==> config.mk <==
export PLATFORM = sky130hd
export DESIGN_NAME = dcf_mac
export DESIGN_NICKNAME = d
export VERILOG_FILES = /design/src/sv/dcf_pkg.sv /design/src/sv/dcf_mac.sv
export SDC_FILE = /design/constraint.sdc
export NUM_CORES = 2
export LEC_CHECK = 0
export BUFFER_PORTS_ARGS = -buffer_cell sky130_fd_sc_hd__buf_2
export CORE_MARGIN = 4
export CORE_UTILIZATION = 36
export DETAILED_ROUTE_END_ITERATION = 8
export HOLD_SLACK_MARGIN = 0.08
export PLACE_DENSITY_LB_ADDON = 0.25
export SETUP_SLACK_MARGIN = 0.5
export SLEW_MARGIN = 25
export SYNTH_ARGS = -nofsm -noshare
export SYNTH_HDL_FRONTEND = slang
export SYNTH_SLANG_ARGS = --single-unit
==> constraint.sdc <==
create_clock -name clk -period 7.6 [get_ports clk]
set_clock_uncertainty 0.05 [all_clocks]
set_input_delay 1.14 -clock clk [delete_from_list [all_inputs] [get_ports clk]]
set_output_delay 1.14 -clock clk [all_outputs]
set_load 0.05 [all_outputs]
==> src/sv/dcf_pkg.sv <==
// ----------------------------------------------------------------------------
// dcf_pkg
// Shared types and codes for the decimating complex FIR filter.
// ----------------------------------------------------------------------------
`timescale 1ns / 1ps

package dcf_pkg;

  // Configuration port
  localparam int CFG_IDX_W   = 2;
  localparam int CFG_DATA_W  = 10;
  localparam int TCNT_REG_W  = 10;
  localparam int DEC_REG_W   = 4;

  localparam logic [CFG_IDX_W-1:0] CFG_TAP_COUNT  = 2'd0;
  localparam logic [CFG_IDX_W-1:0] CFG_DECIMATION = 2'd1;
  localparam logic [CFG_IDX_W-1:0] CFG_COMPLEX    = 2'd2;

  // Input word commands
  localparam logic CMD_LOAD   = 1'b0;
  localparam logic CMD_SAMPLE = 1'b1;

  typedef enum logic [1:0] {
    ST_IDLE,
    ST_RUN,
    ST_WAIT
  } dcf_state_t;

  // One tap step issued to the datapath
  typedef struct packed {
    logic valid;
    logic first;
    logic last;
    logic blank;
  } dcf_step_t;

endpackage

==> src/sv/dcf_mac.sv <==
// ----------------------------------------------------------------------------
// dcf_mac
// Dual multiply-accumulate lanes with round and saturate to the sample width.
// ----------------------------------------------------------------------------
`timescale 1ns / 1ps

module dcf_mac import dcf_pkg::*; #(
  parameter int MAX_TAPS     = 512,
  parameter int SAMPLE_WIDTH = 16,
  parameter int TAP_WIDTH    = 18
) (
  input  logic                            clk,
  input  logic                            rst,
  input  dcf_step_t                       step,
  input  logic [TAP_WIDTH-1:0]            tap_rd,
  input  logic [SAMPLE_WIDTH-1:0]         hist_rd_i,
  input  logic [SAMPLE_WIDTH-1:0]         hist_rd_q,
  input  logic                            complex_mode,
  input  logic                            take,
  output logic                            done,
  output logic signed [SAMPLE_WIDTH-1:0]  res_i,
  output logic signed [SAMPLE_WIDTH-1:0]  res_q
);

  localparam int PW    = SAMPLE_WIDTH + TAP_WIDTH;
  localparam int ACC_W = PW + $clog2(MAX_TAPS);
  localparam int SH    = TAP_WIDTH - 2;

  localparam logic signed [ACC_W:0] RND = (ACC_W+1)'(1) << (SH - 1);
  localparam logic signed [SAMPLE_WIDTH-1:0] S_MAX = {1'b0, {(SAMPLE_WIDTH-1){1'b1}}};
  localparam logic signed [SAMPLE_WIDTH-1:0] S_MIN = {1'b1, {(SAMPLE_WIDTH-1){1'b0}}};

  dcf_step_t               step_a;
  dcf_step_t               step_b;
  logic signed [PW-1:0]    prod_i;
  logic signed [PW-1:0]    prod_q;
  logic signed [ACC_W-1:0] acc_i;
  logic signed [ACC_W-1:0] acc_q;
  logic signed [SAMPLE_WIDTH-1:0] samp_i;
  logic signed [SAMPLE_WIDTH-1:0] samp_q;

  // Round half up, then clip to the signed sample range
  function automatic logic signed [SAMPLE_WIDTH-1:0] round_sat(
    input logic signed [ACC_W-1:0] a
  );
    logic signed [ACC_W:0] r;
    logic signed [ACC_W:0] s;
    r = $signed({a[ACC_W-1], a}) + RND;
    s = r >>> SH;
    if (s > S_MAX) begin
      return S_MAX;
    end else if (s < S_MIN) begin
      return S_MIN;
    end else begin
      return s[SAMPLE_WIDTH-1:0];
    end
  endfunction

  // Entries never written since reset read as zero
  assign samp_i = step_a.blank ? '0 : $signed(hist_rd_i);
  assign samp_q = step_a.blank ? '0 : $signed(hist_rd_q);

  always_ff @(posedge clk) begin
    prod_i <= $signed(tap_rd) * samp_i;
    prod_q <= $signed(tap_rd) * samp_q;
    if (step_b.valid) begin
      acc_i <= step_b.first ? ACC_W'(prod_i) : acc_i + ACC_W'(prod_i);
      acc_q <= step_b.first ? ACC_W'(prod_q) : acc_q + ACC_W'(prod_q);
    end
  end

  always_ff @(posedge clk) begin
    if (rst) begin
      step_a <= '0;
      step_b <= '0;
      done   <= 1'b0;
    end else begin
      step_a <= step;
      step_b <= step_a;
      if (step_b.valid && step_b.last) begin
        done <= 1'b1;
      end else if (take) begin
        done <= 1'b0;
      end
    end
  end

  assign res_i = round_sat(acc_i);
  assign res_q = complex_mode ? round_sat(acc_q) : '0;

endmodule

==> results.md <==
* Crit end category: flip-flop
* GRT overflow at 0
* Drt first pass iters at 5
* Reg2reg setup slack at 0.92 ns
* Compound-Gate Fraction of Synth Area at 10.8%
* Worst Hold Class: flip-flop to flip-flop
* CTS Sinks at 162
* First-pass GRT wire length at 130000 um
* Slew HR at 47.9%
* Final hold viol count at 0
* Syn avg cell area at 8.92 sq um
* Total routed wirelength at 77100 um
* Number of synthesized flops with an enable pin at 86
* Antenna cells at 0
* Hold Startpoint: step_a[3]$_SDFF_PP0_
* Synth warnings at 0
* Unrepaired setup endpoints after global routing: true
* Gr usage total at 16.9%
* CP Launch Type: input pin
* Post-synthesis mux area share at less than 1%
* Worst r2r path cells at 23
* Number of buffers on the longest clock path at 2
* Flops & latches, synth at between 150 and 200
* Worst-margin pin slew at 0.781 ns
* CTS root buffer: clkbuf_16
* Crit share post-route at 90.5%
* P&R area growth vs syn at 10.3%
* TritonCTS buffer count at 17
* Fillers at 9002
* Routability cong. at 0.864
* Skew-Pair Late Insertion Delay at just under 0.5 ns
* Via Count at between 20k and 25k
* Xor/xnor share of the synthesized area at 4.44%
* Crit path required time at 7.93 ns
* WL/cell at 15.6 um
* CP Class: input pin to flip-flop
* Adder-cell area share of the yosys netlist at 45.8%
* Post-route minimum period at 6.88 ns
* Die Span Y at 309 um
* Worst hold endpoint: step_b[3]$_SDFF_PP0_
* Syn Std Cell Area at 32500 sq um
* Commonest non-fill, non-tap cell in the layout: inv_1
* Fin Setup TNS at 0 ns
* Asr flop ratio synth at 0%
* Share of the yosys chip area belonging to registers at 12.6%
* Final net count at 4650
* Commonest cells after routing, fill and taps aside: inv_1 (694), fa_1 (581), nand2_1 (423)
* Placed cell area at 35100 sq um
* Hold path depth at 1
* Input/output buffers at 90
* Max cap viols at 0
* Cell count after synthesis at about 3.6k
* IO Count at between 90 and 100
* Slew Limit Fails at 0
* Largest family of logic cells by synthesized area: adder cells
* DRT antenna net count at 0
* Via-to-Cell Ratio at 4.95
* Final setup fails at 0
* Die Outline Area at 95200 sq um
* Worst R2R Start: step_a[0]$_SDFF_PP0_
* Reg2reg end: prod_q[31]$_DFF_P_
* Count of different cell masters after synthesis at 78
* Die W at 309 um
* Initial antenna violation count at 1
* Dpl hpwl at approximately 63000 um
* Placement Rows at 109
* CTS Hold Bufs at 0
* Final core utilization at 40.3%
* Mapped Nets at 4545
* Post-Synth Simple-Gate Area at 16.3%
* TritonCTS clock tree: yes
* Htree depth at 4
* Largest net degree at the start of global routing at about 80
* Main synth FF type: edfxtp_1
* Core area at about 89000 sq um
* WP data arrival at between 7 and 8 ns
* Fmax at 145 MHz
* CTS clk-pin slew, worst paths at 0.06 ns
* Fin area at 35900 sq um
* Vias in the first global route at 25.1k
* Share of layout cells above drive strength 1 at 8.31%
* DRC at 0
* Outcome: finished clean
* Crit Path Max Fanout at 18
* Initial drt markers at around 1.3k
* Initial Util at 36.5%
-- per-layer routing --
layer | share of wire (%) | wire length (um) | global-route usage [%] | vias to the layer above
li1 | - | - | - | 11700
met1 | 51 | 39400 | 25.8 | 12300
met2 | 44 | 34200 | 26.4 | 402
met3 | 3.8 | 2930 | 2.01 | 26
met4 | 0.65 | 502 | 2.39 | 0
met5 | 0 | 0 | 0 | -
-- worst max path at each step --
stage / from / endpoint / slack (ns) / depth (start not counted)
2_1_floorplan: hist_rd_q[1] / prod_q[32]$_DFF_P_ / 0.47 / 24
3_3_place_gp: tap_rd[8] / prod_q[32]$_DFF_P_ / 0.08 / 22
3_5_place_dp: hist_rd_q[2] / prod_q[32]$_DFF_P_ / -0.007 / 24
4_1_cts: hist_rd_q[2] / prod_q[32]$_DFF_P_ / 0.53 / 24
5_1_grt: hist_rd_q[4] / prod_q[31]$_DFF_P_ / 0.47 / 25
6_report: hist_rd_q[4] / prod_q[31]$_DFF_P_ / 0.72 / 25
-- cells by family (layout without fill, tap and decap cells) --
| family | Yosys count | in the layout |
|---|---|---|
| simple gates | 1071 | 1071 |
| buf+inv | 845 | 963 |
| flops | 162 | 162 |
| mux | 9 | 9 |
| xor+xnor | 165 | 165 |
| fa+ha+maj | 840 | 840 |
| compound gates | 555 | 555 |
-- state kept, by name (all words and copies together), names as in the netlist --
name    count
prod_q     34
prod_i     34
step_a      4
step_b      3
acc_i      43
done        1
acc_q      43
-- through the flow --
step	cells	hold slack [ns]	worst slack, ns
3_3_place_gp	4892	0.367	0.0766
4_1_cts	4924	0.388	0.532
3_5_place_dp	4892	0.375	-0.00706
5_1_grt	4930	0.419	0.474
2_1_floorplan	3647	0.364	0.465
6_report	4930	0.387	0.724
-- cells in the mapped netlist (all sizes together) (6+ instances only) --
library cell / n / area share, %
a2111oi: 7 / 0.21
a211oi: 15 / 0.35
a21o: 68 / 1.6
a21oi: 151 / 2.3
a311oi: 6 / 0.16
a31oi: 12 / 0.23
a41oi: 6 / 0.22
and2: 278 / 5.3
and3: 21 / 0.40
and4: 8 / 0.22
buf: 7 / 0.11
clkbuf: 143 / 1.7
dfxtp: 76 / 4.7
edfxtp: 86 / 7.9
fa: 582 / 36
ha: 258 / 9.9
inv: 694 / 8.0
nand2: 424 / 4.9
nand2b: 22 / 0.42
nand3: 39 / 0.62
nand4: 21 / 0.40
nor2: 127 / 1.5
nor2b: 58 / 1.1
nor3: 27 / 0.43
o211ai: 18 / 0.42
o21a: 32 / 0.74
o21ai: 156 / 2.4
o21bai: 16 / 0.37
o22ai: 7 / 0.13
o31ai: 15 / 0.35
or2: 13 / 0.25
or3: 8 / 0.15
xnor2: 97 / 2.6
xor2: 68 / 1.8
-- cell type report --
class                      count  area (sq um)  share of cell area [%]
multi-input combinational   2640         25400                    70.7
sequential                   162          4110                    11.5
inverter                     695          2610                    7.28
timing repair buffer         236          1770                    4.92
tap                         1165          1460                    4.07
clock buffer                  17           425                    1.19
clock inverter                15           133                   0.370
-- what timing repair did --
item	CTS	global route
setup buffers	0	5
setup endpoints to repair	0	12
endpoints found under the hold margin	0	0
gates resized for setup	0	37
-- critical path: stages --
cell and delay [ns]:
buf_2 0.09, nor2b_1 0.15, buf_12 0.16, and2_1 0.17, fa_1 0.53, inv_1 0.05
fa_1 0.46, fa_1 0.51, inv_1 0.04, ha_1 0.32, fa_1 0.54, inv_1 0.05
fa_1 0.52, inv_1 0.04, ha_1 0.29, a2111oi_0 0.38, o21a_1 0.21, or3_4 0.16
a2111oi_4 0.07, buf_4 0.17, o31a_1 0.30, a311oi_2 0.35, o21bai_1 0.10, a21oi_1 0.19
xnor2_1 0.18
Power is left out: the tool's default activity adds up to more than one toggle a clock period on the data nets, which glitch-free logic cannot reach.
