File: config.mk
export PLATFORM = sky130hd
export DESIGN_NAME = dcf_ctrl
export DESIGN_NICKNAME = d
export VERILOG_FILES = /design/src/sv/dcf_pkg.sv /design/src/sv/dcf_ctrl.sv
export SDC_FILE = /design/constraint.sdc
export NUM_CORES = 1
export LEC_CHECK = 0
export ABC_CLOCK_PERIOD_IN_PS = 4700
export BUFFER_PORTS_ARGS = -buffer_cell sky130_fd_sc_hd__clkbuf_2
export CAP_MARGIN = 10
export CORE_ASPECT_RATIO = 0.75
export CORE_MARGIN = 4
export CORE_UTILIZATION = 24
export DETAILED_ROUTE_END_ITERATION = 8
export SETUP_SLACK_MARGIN = 0.05
export SYNTH_ARGS = -nofsm -noshare
export SYNTH_HDL_FRONTEND = slang
export SYNTH_SLANG_ARGS = --single-unit
File: constraint.sdc
create_clock -name clk -period 4.7 [get_ports clk]
set_input_delay 0.47 -clock clk [delete_from_list [all_inputs] [get_ports clk]]
set_output_delay 0.47 -clock clk [all_outputs]
set_load 0.01 [all_outputs]
File: src/sv/dcf_pkg.sv
// ----------------------------------------------------------------------------
// dcf_pkg
// Shared types and codes for the decimating complex FIR filter.
// ----------------------------------------------------------------------------
`timescale 1ns / 1ps

package dcf_pkg;

  // Configuration port
  localparam int CFG_IDX_W   = 2;
  localparam int CFG_DATA_W  = 10;
  localparam int TCNT_REG_W  = 10;
  localparam int DEC_REG_W   = 4;

  localparam logic [CFG_IDX_W-1:0] CFG_TAP_COUNT  = 2'd0;
  localparam logic [CFG_IDX_W-1:0] CFG_DECIMATION = 2'd1;
  localparam logic [CFG_IDX_W-1:0] CFG_COMPLEX    = 2'd2;

  // Input word commands
  localparam logic CMD_LOAD   = 1'b0;
  localparam logic CMD_SAMPLE = 1'b1;

  typedef enum logic [1:0] {
    ST_IDLE,
    ST_RUN,
    ST_WAIT
  } dcf_state_t;

  // One tap step issued to the datapath
  typedef struct packed {
    logic valid;
    logic first;
    logic last;
    logic blank;
  } dcf_step_t;

endpackage

File: src/sv/dcf_ctrl.sv
// ----------------------------------------------------------------------------
// dcf_ctrl
// Sequencer: write pointer, fill count, decimation phase and tap walk.
// ----------------------------------------------------------------------------
`timescale 1ns / 1ps

module dcf_ctrl import dcf_pkg::*; #(
  parameter int MAX_TAPS       = 512,
  parameter int MAX_DECIMATION = 8
) (
  input  logic                         clk,
  input  logic                         rst,
  input  logic                         in_fire,
  input  logic                         command,
  input  logic [$clog2(MAX_TAPS)-1:0]  tap_index,
  input  logic [TCNT_REG_W-1:0]        tap_count,
  input  logic [DEC_REG_W-1:0]         decimation_factor,
  input  logic                         take,
  output logic                         in_ready,
  output logic                         tap_we,
  output logic                         hist_we,
  output logic [$clog2(MAX_TAPS*MAX_DECIMATION)-1:0] hist_wr_addr,
  output logic [$clog2(MAX_TAPS)-1:0]  tap_rd_addr,
  output logic [$clog2(MAX_TAPS*MAX_DECIMATION)-1:0] hist_rd_addr,
  output dcf_step_t                    step
);

  localparam int DEPTH  = MAX_TAPS * MAX_DECIMATION;
  localparam int PTR_W  = $clog2(DEPTH);
  localparam int TI_W   = $clog2(MAX_TAPS);
  localparam int TAPS_W = $clog2(MAX_TAPS + 1);
  localparam int DEC_W  = $clog2(MAX_DECIMATION + 1);
  localparam int PH_W   = (MAX_DECIMATION > 1) ? $clog2(MAX_DECIMATION) : 1;
  localparam int TC_W   = (TCNT_REG_W > TAPS_W) ? TCNT_REG_W : TAPS_W;
  localparam int DC_W   = (DEC_REG_W > DEC_W) ? DEC_REG_W : DEC_W;

  dcf_state_t state, state_next;

  logic [PTR_W-1:0]  wr_ptr;
  logic [PTR_W:0]    fill;
  logic [PH_W-1:0]   phase;
  logic [TI_W-1:0]   tap_idx;
  logic [PTR_W-1:0]  rd_pos;
  logic [PTR_W:0]    back;
  logic              first;

  logic [TC_W-1:0]   taps_wide;
  logic [DC_W-1:0]   dec_wide;
  logic [TAPS_W-1:0] taps_eff;
  logic [DEC_W-1:0]  dec_eff;
  logic [DEC_W-1:0]  phase_inc;
  logic              sample_fire;
  logic              emit;
  logic [PTR_W:0]    pos_wide;
  logic [PTR_W:0]    dec_step;
  logic [PTR_W:0]    pos_sub;
  logic [PTR_W-1:0]  pos_next;

  // Clamp the registers into their usable ranges
  always_comb begin
    taps_wide = TC_W'(tap_count);
    dec_wide  = DC_W'(decimation_factor);
    if (taps_wide == '0) begin
      taps_eff = TAPS_W'(1);
    end else if (taps_wide > TC_W'(MAX_TAPS)) begin
      taps_eff = TAPS_W'(MAX_TAPS);
    end else begin
      taps_eff = TAPS_W'(taps_wide);
    end
    if (dec_wide == '0) begin
      dec_eff = DEC_W'(1);
    end else if (dec_wide > DC_W'(MAX_DECIMATION)) begin
      dec_eff = DEC_W'(MAX_DECIMATION);
    end else begin
      dec_eff = DEC_W'(dec_wide);
    end
  end

  assign sample_fire = in_fire && (command == CMD_SAMPLE);
  assign phase_inc   = DEC_W'(phase) + DEC_W'(1);
  assign emit        = (phase_inc >= dec_eff);

  // Step back one tap spacing through the circular history
  assign pos_wide = {1'b0, rd_pos};
  assign dec_step = (PTR_W+1)'(dec_eff);
  assign pos_sub  = pos_wide - dec_step;
  assign pos_next = (pos_wide < dec_step) ? PTR_W'(pos_sub + (PTR_W+1)'(DEPTH))
                                          : PTR_W'(pos_sub);

  always_comb begin
    state_next = state;
    case (state)
      ST_IDLE: begin
        if (sample_fire && emit) begin
          state_next = ST_RUN;
        end
      end
      ST_RUN: begin
        if (tap_idx == '0) begin
          state_next = ST_WAIT;
        end
      end
      ST_WAIT: begin
        if (take) begin
          state_next = ST_IDLE;
        end
      end
      default: state_next = ST_IDLE;
    endcase
  end

  always_comb begin
    in_ready   = (state == ST_IDLE) && !rst;
    step.valid = (state == ST_RUN);
    step.first = first;
    step.last  = (tap_idx == '0);
    step.blank = (back >= fill);
  end

  assign tap_we       = in_fire && (command == CMD_LOAD) &&
                        (32'(tap_index) < MAX_TAPS);
  assign hist_we      = sample_fire;
  assign hist_wr_addr = wr_ptr;
  assign tap_rd_addr  = tap_idx;
  assign hist_rd_addr = rd_pos;

  always_ff @(posedge clk) begin
    if (rst) begin
      state   <= ST_IDLE;
      wr_ptr  <= '0;
      fill    <= '0;
      phase   <= '0;
      tap_idx <= '0;
      rd_pos  <= '0;
      back    <= '0;
      first   <= 1'b0;
    end else begin
      state <= state_next;
      if (sample_fire) begin
        wr_ptr <= (wr_ptr == PTR_W'(DEPTH - 1)) ? '0 : wr_ptr + PTR_W'(1);
        if (fill != (PTR_W+1)'(DEPTH)) begin
          fill <= fill + (PTR_W+1)'(1);
        end
        phase <= emit ? '0 : PH_W'(phase_inc);
        if (emit) begin
          tap_idx <= TI_W'(taps_eff - TAPS_W'(1));
          rd_pos  <= wr_ptr;
          back    <= '0;
          first   <= 1'b1;
        end
      end else if (state == ST_RUN) begin
        tap_idx <= tap_idx - TI_W'(1);
        rd_pos  <= pos_next;
        back    <= back + dec_step;
        first   <= 1'b0;
      end
    end
  end

endmodule

==> flow_summary_export.csv <==
group,metric,value,unit
status,status,"finished, final reports clean",
synthesis,dominantRegCellSynth,"dfxtp_1",
worst_setup_path,worstSetupPathType,"flip-flop to flip-flop",
timing,fmax,351,MHz
timing,period_minus_slack,2.85,ns
power_and_ir_drop,ir_drop,0.000174,V
clock_network,clk-insertion-delay-late,0.33,ns
power_and_ir_drop,p_leak,1.87,nW
synthesis,synth.most_common_cell,"dfxtp_1",
clock_network,holdBufCountCts,0,
hold_path,worstHoldPathCells,4,
synthesis,post-synth-top-area-cell,"dfxtp_1",
worst_setup_path,critPathArrivalTime,3.09,ns
synthesis,yosysWarnings,0,
floorplanning,die_h,120,µm
floorplanning,coreArea,16200,µm²
final_layout,fin_nets,612,
synthesis,synth_commonest_cells,"65 x dfxtp_1, 58 x nor2_1, 56 x nand2_1",
power_and_ir_drop,p_per_area,319,nW/µm²
worst_setup_path,worst-r2r-setup-slack,1.85,ns
drt,ant_nets,0,
grt,gr-total-overflow,0,
timing,finalCritPeriodShare,60.6,%
floorplanning,die_w,158,µm
grt,grt_antenna_before_repair,0,
clock_network,htreeDepth,3,
clock_network,post_cts_buffers,0,
synthesis,synth.avg_cell_area,7.98,µm²
placed_design,port_buffers,58,
placed_design,post_dp_cell_area,4480,µm²
clock_network,cts_sinks,65,
final_layout,postLayoutCellArea,4790,µm²
final_layout,drive_gt1_share,16.2,%
synthesis,yosysSeqAreaShare,32.3,%
final_layout,areaGrowthSynthToFinish,18.9,%
timing,setup_tns,0,ns
synthesis,synth_edf_count,0,
clock_network,cts.clk_slew.worst_paths,0.05,ns
drt,drc,0,
timing,hold_viol_final,0,
drt,drtIter0Drc,181,
clock_network,numCtsBuffers,9,
floorplanning,dieArea,18900,µm²
timing,tightestPinTransition,1.12,ns
run,maxCapViolations,0,
hold_path,worstHoldPathType,"input port to flip-flop",
synthesis,synthTopCellsByArea,"dfxtp_1 32%, ha_1 9.3%, nor2_1 5.4%",
floorplanning,row_count,40,
drt,dr.pass1.iters,4,
clock_network,clockBufferDepth,2,
drt,vias,3693,
timing,clock_skew,0.00475,ns
drt,via_per_inst,4.81,
timing,setup_viol,0,
placed_design,hpwl,8070,µm
final_layout,antennaDiodeCount,0,
synthesis,netlist_area,4030,µm²
grt,grt.total_usage,11.8,%
synthesis,ys_types,66,
synthesis,async_reset_ff_share,0,%
synthesis,synth_nets,565,
worst_setup_path,rr_worst_depth,8,
floorplanning,start_util,24.8,%
worst_setup_path,critPathMaxFanout,25,
clock_network,post_cts_resized,0,
floorplanning,io_pins,68,
grt,grt_max_degree,39,
clock_network,tritoncts,"built",
drt,wirelength,10900,µm
worst_setup_path,required,4.94,ns
synthesis,synth-seq-cells,65,
worst_setup_path,critPathCaptureType,"flip-flop",
synthesis,yosysTopAreaCellShare,32.3,%
drt,wire_per_inst,14.2,µm
timing,rsz0062_at_grt,"no",
grt,grt_pass1_wl,18200,µm
grt,grt_pass1_vias,3498,
power_and_ir_drop,total_power,1.53,mW
clock_network,root_buffer,"clkbuf_16",
timing,drv_slew,0,
timing,relSlewSlack,25.4,%
placed_design,gp_congestion,0.818,
worst_setup_path,start_kind,"flip-flop",
synthesis,syn_inst,505,
final_layout,nFillCells,1760,
[layer usage]
metal	vias up	share of wire [%]	track usage [%]
met5	-	0	0
met1	1689	52	18.0
met3	6	6.1	3.26
li1	1894	-	-
met2	104	41	16.3
met4	0	0.72	2.74
[registers in the layout, summed over array words and instances, names as in the netlist]
register      count
hist_rd_addr     12
tap_rd_addr       9
back             13
phase             3
fill             13
first             1
hist_wr_addr     12
state             2
[stage by stage]
stage               utilization [%]  std cells  hold slack, ns  setup WS, ns
finish                         29.5        767           0.461          1.85
global placement               27.6        751           0.445          1.67
global route                   29.5        767           0.493          1.49
CTS                            29.5        767           0.455          1.84
detailed placement             27.6        751           0.456          1.62
floorplan                         -        505           0.427          2.31
[logic make-up after synthesis]
group,count (synthesis),share of synthesized area [%]
and+or+nand+nor,205,25.4
muxes,1,0.279
DFF,65,32.3
AOI/OAI and AO/OA,116,19.0
xor gates and xnor gates,33,7.17
adders and majority gates,32,10.3
buffers and inverters,53,5.56
[final cells by class]
class | count | area, µm² | share of cell area, %
Clock buffer | 14 | 274 | 5.72
Clock inverter | 2 | 35.0 | 0.731
Inverter | 29 | 109 | 2.27
Multi-Input combinational cell | 387 | 2500 | 52.3
Sequential cell | 65 | 1300 | 27.2
Tap cell | 210 | 263 | 5.48
Timing Repair Buffer | 60 | 305 | 6.37
[layout by cell type, fill, tap and decap left out, types with 3 or more instances in the layout]
master     instances
o21ai_0           16
o21a_1             4
nand2b_1           3
xor2_1            12
nand4_1           16
nor3_1            13
clkbuf_16          9
dfxtp_1           65
and2_1             4
o21ai_1            7
a211oi_1           7
a31oi_1            3
clkbuf_2          58
inv_1             27
nor2b_1            5
o211ai_1           6
a311oi_1           5
nor3b_1            5
nand3_1           14
ha_1              30
a21o_1             3
a21oi_1           40
a32oi_1            3
and3_1             9
clkbuf_8           3
nor2_1            58
nor4_1             5
xnor2_1           21
nand2_1           56
[worst max-delay path, stage by stage (launching register included)]
cell and delay, ns:
dfxtp_1 0.42, ha_1 0.24, xor2_1 0.17, ha_1 0.19, o21ai_0 0.11, o21ba_2 0.25
o21ai_2 0.86, o21ai_0 0.20, a221oi_1 0.30
[path summary, 6_finish.rpt]
kind | from | end
setup reg to reg | phase[0] | hist_rd_addr[7]
hold / removal | take | state[1]
setup / recovery | phase[0] | hist_rd_addr[7]
hold reg to reg | state[1] | state[0]
[power breakdown]
part | total (mW) | leakage (nW) | internal, mW | switching, mW
clock network | 0.693 | 0.153 | 0.453 | 0.240
registers | 0.588 | 0.526 | 0.567 | 0.0202
logic | 0.246 | 1.20 | 0.0977 | 0.148
Power figures use the tool's default switching activity.
